--- config.mk ---
export PLATFORM = sky130hd
export DESIGN_NAME = cursor_sequence_table_unit
export DESIGN_NICKNAME = d
export VERILOG_FILES = /design/src/rtl/cst_pkg.sv /design/src/rtl/cst_ctrl.sv /design/src/rtl/cst_dp.sv /design/src/rtl/cursor_sequence_table_unit.sv
export VERILOG_INCLUDE_DIRS = /design/src /design/src/rtl
export SDC_FILE = /design/constraint.sdc
export NUM_CORES = 2
export LEC_CHECK = 0
export BUFFER_PORTS_ARGS = -buffer_cell sky130_fd_sc_hd__buf_2
export CORE_ASPECT_RATIO = 0.5
export CORE_MARGIN = 2
export CORE_UTILIZATION = 50
export DETAILED_ROUTE_END_ITERATION = 12
export PLACE_DENSITY = 0.64
export SLEW_MARGIN = 20
export SYNTH_ARGS = -nofsm -noshare
export SYNTH_HDL_FRONTEND = slang
export SYNTH_HIERARCHICAL = 1
export SYNTH_SLANG_ARGS = --single-unit
--- constraint.sdc ---
create_clock -name clk_i -period 9.8 [get_ports clk_i]
set_clock_uncertainty 0.2 [all_clocks]
set_input_delay 1.96 -clock clk_i [delete_from_list [all_inputs] [get_ports clk_i]]
set_output_delay 1.96 -clock clk_i [all_outputs]
set_load 0.02 [all_outputs]
--- src/rtl/assert_macros.svh ---
// ---------------------------------------------------------------------------
// Assertion macros
// Shared concurrent assertion forms used by the RTL.
// ---------------------------------------------------------------------------
`ifndef ASSERT_MACROS_SVH
`define ASSERT_MACROS_SVH
`ifndef ASSERT_OFF
`define ASSERT_IMPLIES(label, clk, rst_n, ante, cons, msg) \
  label: assert property (@(posedge clk) disable iff (!rst_n) (ante) |-> (cons)) \
    else $error(msg);
`define ASSERT_NEXT(label, clk, rst_n, ante, cons, msg) \
  label: assert property (@(posedge clk) disable iff (!rst_n) (ante) |=> (cons)) \
    else $error(msg);
`else
`define ASSERT_IMPLIES(label, clk, rst_n, ante, cons, msg)
`define ASSERT_NEXT(label, clk, rst_n, ante, cons, msg)
`endif
`endif

--- src/rtl/cst_pkg.sv ---
// ---------------------------------------------------------------------------
// Cursor sequence table package
// Sizes, operation and status codes, and controller/datapath interface types.
// ---------------------------------------------------------------------------
`default_nettype none

package cst_pkg;

  localparam int CAPACITY   = 64;
  localparam int VALUE_BITS = 32;
  localparam int CNT_W      = $clog2(CAPACITY + 1);
  localparam int ADDR_W     = $clog2(CAPACITY);
  localparam int OP_W       = 3;
  localparam int STAT_W     = 2;

  localparam logic [OP_W-1:0] OP_START   = 3'd0;
  localparam logic [OP_W-1:0] OP_ADVANCE = 3'd1;
  localparam logic [OP_W-1:0] OP_INSERT  = 3'd2;
  localparam logic [OP_W-1:0] OP_ATTACH  = 3'd3;
  localparam logic [OP_W-1:0] OP_REMOVE  = 3'd4;

  localparam logic [STAT_W-1:0] ST_DONE    = 2'd0;
  localparam logic [STAT_W-1:0] ST_FULL    = 2'd1;
  localparam logic [STAT_W-1:0] ST_NO_ITEM = 2'd2;

  typedef struct packed {
    logic              load;
    logic              stat_we;
    logic [STAT_W-1:0] stat;
    logic              cur_zero;
    logic              cur_inc;
    logic              setup_up;
    logic              setup_dn;
    logic              shift;
    logic              fin_add;
    logic              fin_rem;
    logic              rd_cur;
    logic              out_load;
  } cmd_t;

  typedef struct packed {
    logic [OP_W-1:0] op;
    logic            have;
    logic            full;
    logic            rem_zero;
    logic            out_busy;
  } sts_t;

endpackage

`default_nettype wire

--- src/rtl/cst_ctrl.sv ---
// ---------------------------------------------------------------------------
// Cursor sequence table controller
// Sequences decode, entry shifting, update, cursor read and result load.
// ---------------------------------------------------------------------------
`default_nettype none

module cst_ctrl (
  input  logic          clk_i,
  input  logic          rst_ni,
  input  logic          in_valid_i,
  output logic          in_stall_o,
  input  cst_pkg::sts_t sts_i,
  output cst_pkg::cmd_t cmd_o
);

  localparam logic [2:0] S_IDLE   = 3'd0;
  localparam logic [2:0] S_DECODE = 3'd1;
  localparam logic [2:0] S_SHIFT  = 3'd2;
  localparam logic [2:0] S_FIN    = 3'd3;
  localparam logic [2:0] S_READ   = 3'd4;
  localparam logic [2:0] S_LOAD   = 3'd5;

  logic [2:0] state_q, state_d;

  always_comb begin
    state_d    = state_q;
    cmd_o      = '0;
    cmd_o.stat = cst_pkg::ST_DONE;
    in_stall_o = 1'b1;
    case (state_q)
      S_IDLE: begin
        in_stall_o = 1'b0;
        if (in_valid_i) begin
          cmd_o.load = 1'b1;
          state_d    = S_DECODE;
        end
      end
      S_DECODE: begin
        cmd_o.stat_we = 1'b1;
        state_d       = S_READ;
        case (sts_i.op)
          cst_pkg::OP_START: begin
            cmd_o.cur_zero = 1'b1;
          end
          cst_pkg::OP_ADVANCE: begin
            if (sts_i.have) begin
              cmd_o.cur_inc = 1'b1;
            end else begin
              cmd_o.stat = cst_pkg::ST_NO_ITEM;
            end
          end
          cst_pkg::OP_INSERT, cst_pkg::OP_ATTACH: begin
            if (sts_i.full) begin
              cmd_o.stat = cst_pkg::ST_FULL;
            end else begin
              cmd_o.setup_up = 1'b1;
              state_d        = S_SHIFT;
            end
          end
          cst_pkg::OP_REMOVE: begin
            if (!sts_i.have) begin
              cmd_o.stat = cst_pkg::ST_NO_ITEM;
            end else begin
              cmd_o.setup_dn = 1'b1;
              state_d        = S_SHIFT;
            end
          end
          default: begin
            state_d = S_READ;
          end
        endcase
      end
      S_SHIFT: begin
        cmd_o.shift = 1'b1;
        if (sts_i.rem_zero) begin
          state_d = S_FIN;
        end
      end
      S_FIN: begin
        if (sts_i.op == cst_pkg::OP_REMOVE) begin
          cmd_o.fin_rem = 1'b1;
        end else begin
          cmd_o.fin_add = 1'b1;
        end
        state_d = S_READ;
      end
      S_READ: begin
        cmd_o.rd_cur = 1'b1;
        state_d      = S_LOAD;
      end
      S_LOAD: begin
        if (!sts_i.out_busy) begin
          cmd_o.out_load = 1'b1;
          state_d        = S_IDLE;
        end
      end
      default: begin
        state_d = S_IDLE;
      end
    endcase
  end

  always_ff @(posedge clk_i or negedge rst_ni) begin
    if (!rst_ni) begin
      state_q <= S_IDLE;
    end else begin
      state_q <= state_d;
    end
  end

endmodule

`default_nettype wire

--- src/rtl/cst_dp.sv ---
// ---------------------------------------------------------------------------
// Cursor sequence table datapath
// Entry memory, count, cursor, shift pointer and the result register.
// ---------------------------------------------------------------------------
`default_nettype none

module cst_dp (
  input  logic                               clk_i,
  input  logic                               rst_ni,
  input  cst_pkg::cmd_t                      cmd_i,
  output cst_pkg::sts_t                      sts_o,
  input  logic [cst_pkg::OP_W-1:0]           opcode_i,
  input  logic [cst_pkg::VALUE_BITS-1:0]     value_i,
  input  logic                               out_stall_i,
  output logic                               out_valid_o,
  output logic [cst_pkg::STAT_W-1:0]         status_o,
  output logic                               has_current_o,
  output logic [cst_pkg::VALUE_BITS-1:0]     current_value_o,
  output logic [cst_pkg::CNT_W-1:0]          count_o
);

  logic [cst_pkg::VALUE_BITS-1:0] mem [cst_pkg::CAPACITY];

  logic [cst_pkg::OP_W-1:0]       op_q;
  logic [cst_pkg::VALUE_BITS-1:0] val_q;
  logic [cst_pkg::CNT_W-1:0]      count_q, cursor_q, src_q, rem_q, pos_q, pos_d;
  logic                           up_q;
  logic                           wpend_q, wpend_d;
  logic [cst_pkg::ADDR_W-1:0]     waddr_q, waddr_d;
  logic [cst_pkg::VALUE_BITS-1:0] rd_q;
  logic [cst_pkg::STAT_W-1:0]     stat_q;
  logic                           out_valid_q;
  logic                           have, step, re, we;
  logic [cst_pkg::ADDR_W-1:0]     raddr, maddr;
  logic [cst_pkg::VALUE_BITS-1:0] wdata;

  assign have = cursor_q < count_q;
  assign step = cmd_i.shift && (rem_q != '0);

  always_comb begin
    if (op_q == cst_pkg::OP_INSERT) begin
      pos_d = have ? cursor_q : '0;
    end else begin
      pos_d = have ? cursor_q + cst_pkg::CNT_W'(1) : count_q;
    end
  end

  always_comb begin
    wpend_d = step;
    if (up_q) begin
      waddr_d = cst_pkg::ADDR_W'(src_q + cst_pkg::CNT_W'(1));
    end else begin
      waddr_d = cst_pkg::ADDR_W'(src_q - cst_pkg::CNT_W'(1));
    end
  end

  assign re    = step || cmd_i.rd_cur;
  assign raddr = cmd_i.shift ? src_q[cst_pkg::ADDR_W-1:0] : cursor_q[cst_pkg::ADDR_W-1:0];
  assign we    = wpend_q || cmd_i.fin_add;
  assign maddr = wpend_q ? waddr_q : pos_q[cst_pkg::ADDR_W-1:0];
  assign wdata = wpend_q ? rd_q : val_q;

  always_ff @(posedge clk_i) begin
    if (we) begin
      mem[maddr] <= wdata;
    end
    if (re) begin
      rd_q <= mem[raddr];
    end
  end

  always_ff @(posedge clk_i) begin
    if (cmd_i.load) begin
      op_q  <= opcode_i;
      val_q <= value_i;
    end
    if (cmd_i.stat_we) begin
      stat_q <= cmd_i.stat;
    end
    if (cmd_i.setup_up) begin
      pos_q <= pos_d;
      rem_q <= count_q - pos_d;
      src_q <= count_q - cst_pkg::CNT_W'(1);
      up_q  <= 1'b1;
    end else if (cmd_i.setup_dn) begin
      pos_q <= cursor_q;
      rem_q <= count_q - cursor_q - cst_pkg::CNT_W'(1);
      src_q <= cursor_q + cst_pkg::CNT_W'(1);
      up_q  <= 1'b0;
    end else if (step) begin
      rem_q <= rem_q - cst_pkg::CNT_W'(1);
      src_q <= up_q ? src_q - cst_pkg::CNT_W'(1) : src_q + cst_pkg::CNT_W'(1);
    end
    if (step) begin
      waddr_q <= waddr_d;
    end
    if (cmd_i.out_load) begin
      status_o        <= stat_q;
      has_current_o   <= have;
      current_value_o <= have ? rd_q : '0;
      count_o         <= count_q;
    end
  end

  always_ff @(posedge clk_i or negedge rst_ni) begin
    if (!rst_ni) begin
      count_q     <= '0;
      cursor_q    <= '0;
      wpend_q     <= 1'b0;
      out_valid_q <= 1'b0;
    end else begin
      wpend_q <= wpend_d;
      if (cmd_i.cur_zero) begin
        cursor_q <= '0;
      end else if (cmd_i.cur_inc) begin
        cursor_q <= cursor_q + cst_pkg::CNT_W'(1);
      end else if (cmd_i.fin_add) begin
        cursor_q <= pos_q;
      end
      if (cmd_i.fin_add) begin
        count_q <= count_q + cst_pkg::CNT_W'(1);
      end else if (cmd_i.fin_rem) begin
        count_q <= count_q - cst_pkg::CNT_W'(1);
      end
      if (cmd_i.out_load) begin
        out_valid_q <= 1'b1;
      end else if (!out_stall_i) begin
        out_valid_q <= 1'b0;
      end
    end
  end

  assign out_valid_o    = out_valid_q;
  assign sts_o.op       = op_q;
  assign sts_o.have     = have;
  assign sts_o.full     = count_q == cst_pkg::CNT_W'(cst_pkg::CAPACITY);
  assign sts_o.rem_zero = rem_q == '0;
  assign sts_o.out_busy = out_valid_q && out_stall_i;

endmodule

`default_nettype wire

--- src/rtl/cursor_sequence_table_unit.sv ---
// ---------------------------------------------------------------------------
// Cursor sequence table unit
// Ordered store of values with a cursor, driven by one opcode per transfer.
// ---------------------------------------------------------------------------
// One item is handled at a time. Insert, attach and remove shift the entries
// past the point of change, and the entry memory moves one entry per cycle by
// reading one entry while writing the one read in the cycle before. The result
// sits in an output register, so the next item is taken while it waits.
`default_nettype none

module cursor_sequence_table_unit (
  input  logic                           clk_i,
  input  logic                           rst_ni,
  input  logic                           in_valid_i,
  output logic                           in_stall_o,
  input  logic [cst_pkg::OP_W-1:0]       opcode_i,
  input  logic [cst_pkg::VALUE_BITS-1:0] value_i,
  output logic                           out_valid_o,
  input  logic                           out_stall_i,
  output logic [cst_pkg::STAT_W-1:0]     status_o,
  output logic                           has_current_o,
  output logic [cst_pkg::VALUE_BITS-1:0] current_value_o,
  output logic [cst_pkg::CNT_W-1:0]      count_o
);

  `include "assert_macros.svh"

  cst_pkg::cmd_t cmd;
  cst_pkg::sts_t sts;

  cst_ctrl u_ctrl (
    .clk_i      (clk_i),
    .rst_ni     (rst_ni),
    .in_valid_i (in_valid_i),
    .in_stall_o (in_stall_o),
    .sts_i      (sts),
    .cmd_o      (cmd)
  );

  cst_dp u_dp (
    .clk_i           (clk_i),
    .rst_ni          (rst_ni),
    .cmd_i           (cmd),
    .sts_o           (sts),
    .opcode_i        (opcode_i),
    .value_i         (value_i),
    .out_stall_i     (out_stall_i),
    .out_valid_o     (out_valid_o),
    .status_o        (status_o),
    .has_current_o   (has_current_o),
    .current_value_o (current_value_o),
    .count_o         (count_o)
  );

  `ASSERT_NEXT(a_busy_after_accept, clk_i, rst_ni, in_valid_i && !in_stall_o, in_stall_o,
               "Input taken again straight after a transfer.")
  `ASSERT_IMPLIES(a_full_count, clk_i, rst_ni,
                  out_valid_o && (status_o == cst_pkg::ST_FULL),
                  count_o == cst_pkg::CNT_W'(cst_pkg::CAPACITY),
                  "Full status with spare capacity.")
  `ASSERT_IMPLIES(a_no_item_zero, clk_i, rst_ni, out_valid_o && !has_current_o,
                  current_value_o == '0, "Value reported with no current item.")
  `ASSERT_IMPLIES(a_add_not_full, clk_i, rst_ni, cmd.fin_add, !sts.full,
                  "Entry added to a full store.")

endmodule

`default_nettype wire

# Word-level counts from Yosys, hierarchy flattened
# Memories as Yosys holds them, arrays and structs flattened. A register that Yosys moved wholly into a read port is not among the register bits.
# Index checks and enable logic that the tools add are counted.
# classes
order_cmp	1
n_reduce_logical	15
n_mux	52
n_eq_ne	14
add_sub_neg	9
# ops
op	n
two-way mux 7 bit	18
two-way mux 32 bit	1
subtractor 7 x 1 -> 7 bit, second input constant	4
adder 7 x 1 -> 7 bit, second input constant	3
two-way mux 1 bit	20
two-way mux 6 bit	3
case mux 3 bit (6 select lines)	1
two-way mux 3 bit	5
subtractor 7 bit	2
equality test 3 x 2 -> 1 bit, second input constant	4
equality test 3 bit, second input constant	3
equality test 7 bit, second input constant	1
zero test 7 bit	1
less-than comparator 7 bit	1
nonzero test 7 bit	1
equality test 3 x 1 -> 1 bit, second input constant	2
zero test 3 bit	2
!= test 2 bit, second input constant	3
case mux 3 bit (2 select lines)	1
nonzero test 3 bit	2
two-way mux 2 bit	2
case mux 2 bit (2 select lines)	1
nonzero test 2 bit	2
OR reduction 2 bit	2
other kinds (4)	6
# totals
memories	1
ramBits	2048
elab_cells	109
in_bits	39
output_inout_bits	44
regBits	126
# mem_list
name	depth	width	rd	rd_ports_with_merged_regs	wr	line_no	rtl
u_dp.mem	64	32	1	1	1	cst_dp.sv:22	logic [cst_pkg::VALUE_BITS-1:0] mem [cst_pkg::CAPACITY];

# Logic depth before layout (Yosys ltp)
# depth
word_depth	6
depth_mapped	20
mapped_depth_nobuf	18

# Hierarchy
# The synthesis kept the hierarchy.
# by_module_without_submodules
mod	area_per_inst_um2	cells_each	instances	seq_area_each_um2
cst_dp	86485.4	4312	1	66033.3
cst_ctrl	316.6	38	1	75.1

# Worst setup path after synthesis
# OpenSTA, ideal clock, no wires.
# synth_timing
path_type	input -> register
from	input port out_stall_i
to	register u_dp/count_o[0] (netlist bit), enable pin
required_ns	9.158
arrival_ns	4.056
path_buffers	0
path_stages	3
path_slack_ns	5.102
path_cell_list	and2_1 nand2b_1 nor2_1
# synth_rtl
element	line_no	rtl
start, declared	cursor_sequence_table_unit.sv:19	input logic out_stall_i,
end signal, assigned	cst_dp.sv:101	count_o <= count_q;
end, declared	cst_dp.sv:19	output logic [cst_pkg::CNT_W-1:0] count_o

==> impl_metrics.tcl <==
set metrics [dict create \
    status "complete, no violations" \
    nNetsFinal 4585 \
    comb_power_share_pct 33.7 \
    synth_cell_types 76 \
    reg2reg_depth 11 \
    crit_path_start_kind "flop" \
    htree_levels 4 \
    synth-edff-count 2185 \
    power.share.sequential_pct 41.2 \
    min_period_ns 5.63 \
    synth-seq-cells 2205 \
    relSlewSlack_pct 24.4 \
    cellInternalPower_w 0.0191 \
    clock-sinks 2205 \
    yosysTopAreaCell "edfxtp_1" \
    setup.worst_path.class "flop to flop" \
    power_w 0.0291 \
    first_global_vias 44200 \
    r2r-end "u_dp/rd_q[5]$_DFFE_PP_" \
    row_count 108 \
    cts_setup_buffers 0 \
    synth_ff_type "edfxtp_1" \
    drt_wl_total_microns 230000 \
    postLayoutCoreUtil_pct 55.9 \
    dp_hpwl_microns 124000 \
    path_max_fanout 57 \
    drive_gt1_share_pct 24.2 \
    timing.rr.start "u_ctrl/state_q[0]$_DFFE_PN0P_" \
    fin_crit_sh_pct 57.5 \
    crit_required_ns 10.14 \
    synth.yosys.seq_area_share_pct 76.2 \
    synth_area_per_cell_sq_um 20.0 \
    grt_max_degree 106 \
    fillers 12800 \
    yosysTopAreaCellShare_pct 75.6 \
    cts_resized 0 \
    holdPathEnd "u_dp/status_o[0]$_DFFE_PP_" \
    viasPerCell 6.46 \
    p_leak_nw 30.5 \
    grt_pass1_wl_microns 327000 \
    place_inst 6630 \
    start_util_pct 50.2 \
    die_w_microns 593 \
    cts_buffers 198 \
    finalSetupViolCount 0 \
    clock_latency_ns 0.84 \
    ir_drop_v 0.000266 \
    ys_top_cells_by_area "edfxtp_1 (76%), mux4_2 (13%), nand2_1 (1.6%)" \
    tritoncts "done" \
    switching_share_pct 34.1 \
    dr_total_vias 45100 \
    die_height_microns 299 \
    crit_path_end_kind "flop" \
    fmax_mhz 178 \
    power.density_mw_per_mm2 300 \
    hold_depth 0 \
    wl_per_cell_microns 33.0 \
    synthArstFlopShare_pct 0.862 \
    fin_cells 6977 \
    synth_cells 4350 \
    hold_viol 0 \
    first_pass_iters 7 \
    tightest_slew_ns 1.13 \
    port_buffers 82 \
    cp_data_arrival_time_ns 5.97 \
    gp_congestion 0.851 \
    die_area_sq_mm 0.177 \
    clk_pin_slew_worst_paths_ns 0.07 \
    cts_root_buf "clkbuf_16" \
    antenna_found_initial 17 \
    ys_top_cells_by_count "edfxtp_1 (2185), mux4_2 (496), nand2_1 (374), a211oi_1 (159), and2_1 (154)" \
    switchingPower_w 0.00992 \
    clock_path_buffers 4 \
    rrSetupSlack_ns 4.17 \
    yosysWarnings 6 \
    core_area_sq_mm 0.173 \
    hp-class "flop to flop" \
    synth_area_sq_mm 0.0868 \
    postCtsHoldBufs 0 \
    first_iter_violations 6926 \
    grt-ovfl-total 0 \
    ioPinCount 83 \
    finalMaxSlewViolations 0 \
    maxCapViolCount 0 \
    rsz0062_at_grt "false" \
    tns_ns 0 \
    syn-num-nets 4415 \
    drtAntennaViolNets 0 \
    syn_to_final_growth_pct 11.5 \
    hold_path_startpoint "u_dp/stat_q[0]$_DFFE_PP_" \
    track_usage_pct 26.1 \
    power_frac_clock_pct 25.1 \
    drc_errors 0 \
    yosysMostFrequentCell "edfxtp_1" \
]
[logic make-up after synthesis]
logic type | count (synthesis) | share of synthesized area [%]
AOI/OAI and AO/OA | 489 | 3.99
xor gates and xnor gates | 36 | 0.363
DFF | 2205 | 76.2
muxes | 544 | 13.5
buffers and inverters | 301 | 1.62
adders and majority gates | 26 | 0.392
and+or+nand+nor | 749 | 4.00
[layout by cell type, fill, tap and decap left out, drive strengths merged, types with 6 or more instances in the layout]
cell type  Yosys  routed
edfxtp      2185    2185
mux4         496     496
nand2        374     374
clkbuf       130     240
buf          132     232
a211oi       163     163
and2         154     154
nor2         109     109
a21oi         97      97
clkinv         0      92
a311oi        77      77
a31oi         66      66
inv           39      41
nand3         35      35
mux2          34      34
o21ai         28      28
xnor2         26      26
ha            24      24
dfrtp         19      19
and3          14      14
mux2i         14      14
nor3          12      12
xor2          10      10
nand2b        10      10
bufinv         0       8
nor2b          7       7
nor3b          7       7
a21o           6       6
[per-layer routing]
layer | wire (microns) | GRT usage [%]
met1 | 94800 | 40.1
met2 | 102000 | 37.8
met3 | 29100 | 7.02
met4 | 4360 | 5.30
met5 | 51 | 0
[worst max path at each step]
stage                                      endpoint                           from  slack [ns]
after floorplan           u_dp/count_o[0]$_DFFE_PP_                    out_stall_i        5.10
after global placement       u_dp/rd_q[8]$_DFFE_PP_  u_ctrl/state_q[0]$_DFFE_PN0P_        3.86
after detailed placement     u_dp/rd_q[8]$_DFFE_PP_  u_ctrl/state_q[0]$_DFFE_PN0P_        3.92
after CTS                    u_dp/rd_q[8]$_DFFE_PP_  u_ctrl/state_q[0]$_DFFE_PN0P_        3.93
after global routing        u_dp/rem_q[6]$_DFFE_PP_    u_dp/count_q[4]$_DFFE_PN0P_        3.95
final                        u_dp/rd_q[5]$_DFFE_PP_  u_ctrl/state_q[0]$_DFFE_PN0P_        4.17
[power by group through the flow]
stage	combinational, W	clock, W	sequential (W)
final	0.00979	0.00731	0.0120
after global routing	0.0104	0.00776	0.0120
after CTS	0.00973	0.00739	0.0120
after detailed placement	0.00969	0	0.0122
after global placement	0.00956	0	0.0121
after floorplan	0.00629	0	0.0120
[per-stage QoR]
step	instance area (sq um)	hold WS, ns	setup slack, ns
floorplan	86800	0.200	5.10
global placement	90700	0.202	3.86
detailed placement	90800	0.208	3.92
CTS	96700	0.223	3.93
global route	96800	0.243	3.95
finish	96800	0.227	4.17
[sequential cells by signal, summed over array words and instances, names as in the netlist]
| name | count |
|---|---|
| u_dp/count_q | 7 |
| u_dp/op_q | 3 |
| u_dp/mem | 2048 |
| u_dp/pos_q | 7 |
| u_dp/rd_q | 32 |
| u_dp/cursor_q | 7 |
| u_dp/val_q | 32 |
| u_dp/waddr_q | 6 |
| u_dp/stat_q | 2 |
| u_dp/status_o | 2 |
| u_dp/has_current_o | 1 |
| u_ctrl/state_q | 3 |
| u_dp/wpend_q | 1 |
| u_dp/src_q | 6 |
| u_dp/current_value_o | 32 |
| u_dp/rem_q | 7 |
| u_dp/up_q | 1 |
| u_dp/out_valid_o | 1 |
| u_dp/count_o | 7 |
[final cells by class]
cell class	count	area [sq um]	share of cell area (%)
Clock inverter	105	684	0.707
Clock buffer	240	5200	5.37
Inverter	39	146	0.151
Antenna cell	2	5.00	0.00517
Timing Repair Buffer	232	1710	1.77
Sequential cell	2205	66100	68.3
Multi-Input combinational cell	1844	20000	20.7
Tap cell	2310	2890	2.99
[worst max-delay path, stage by stage (launching register included)]
cell	delay, ns
dfrtp_1	0.49
nor3_2	0.19
buf_4	0.31
mux2i_4	0.72
buf_4	0.66
buf_4	0.80
mux4_2	0.40
and2_1	0.16
a211oi_1	0.23
a31oi_1	0.12
a21oi_1	0.82
a21oi_1	0.16
Power figures use the tool's default switching activity.
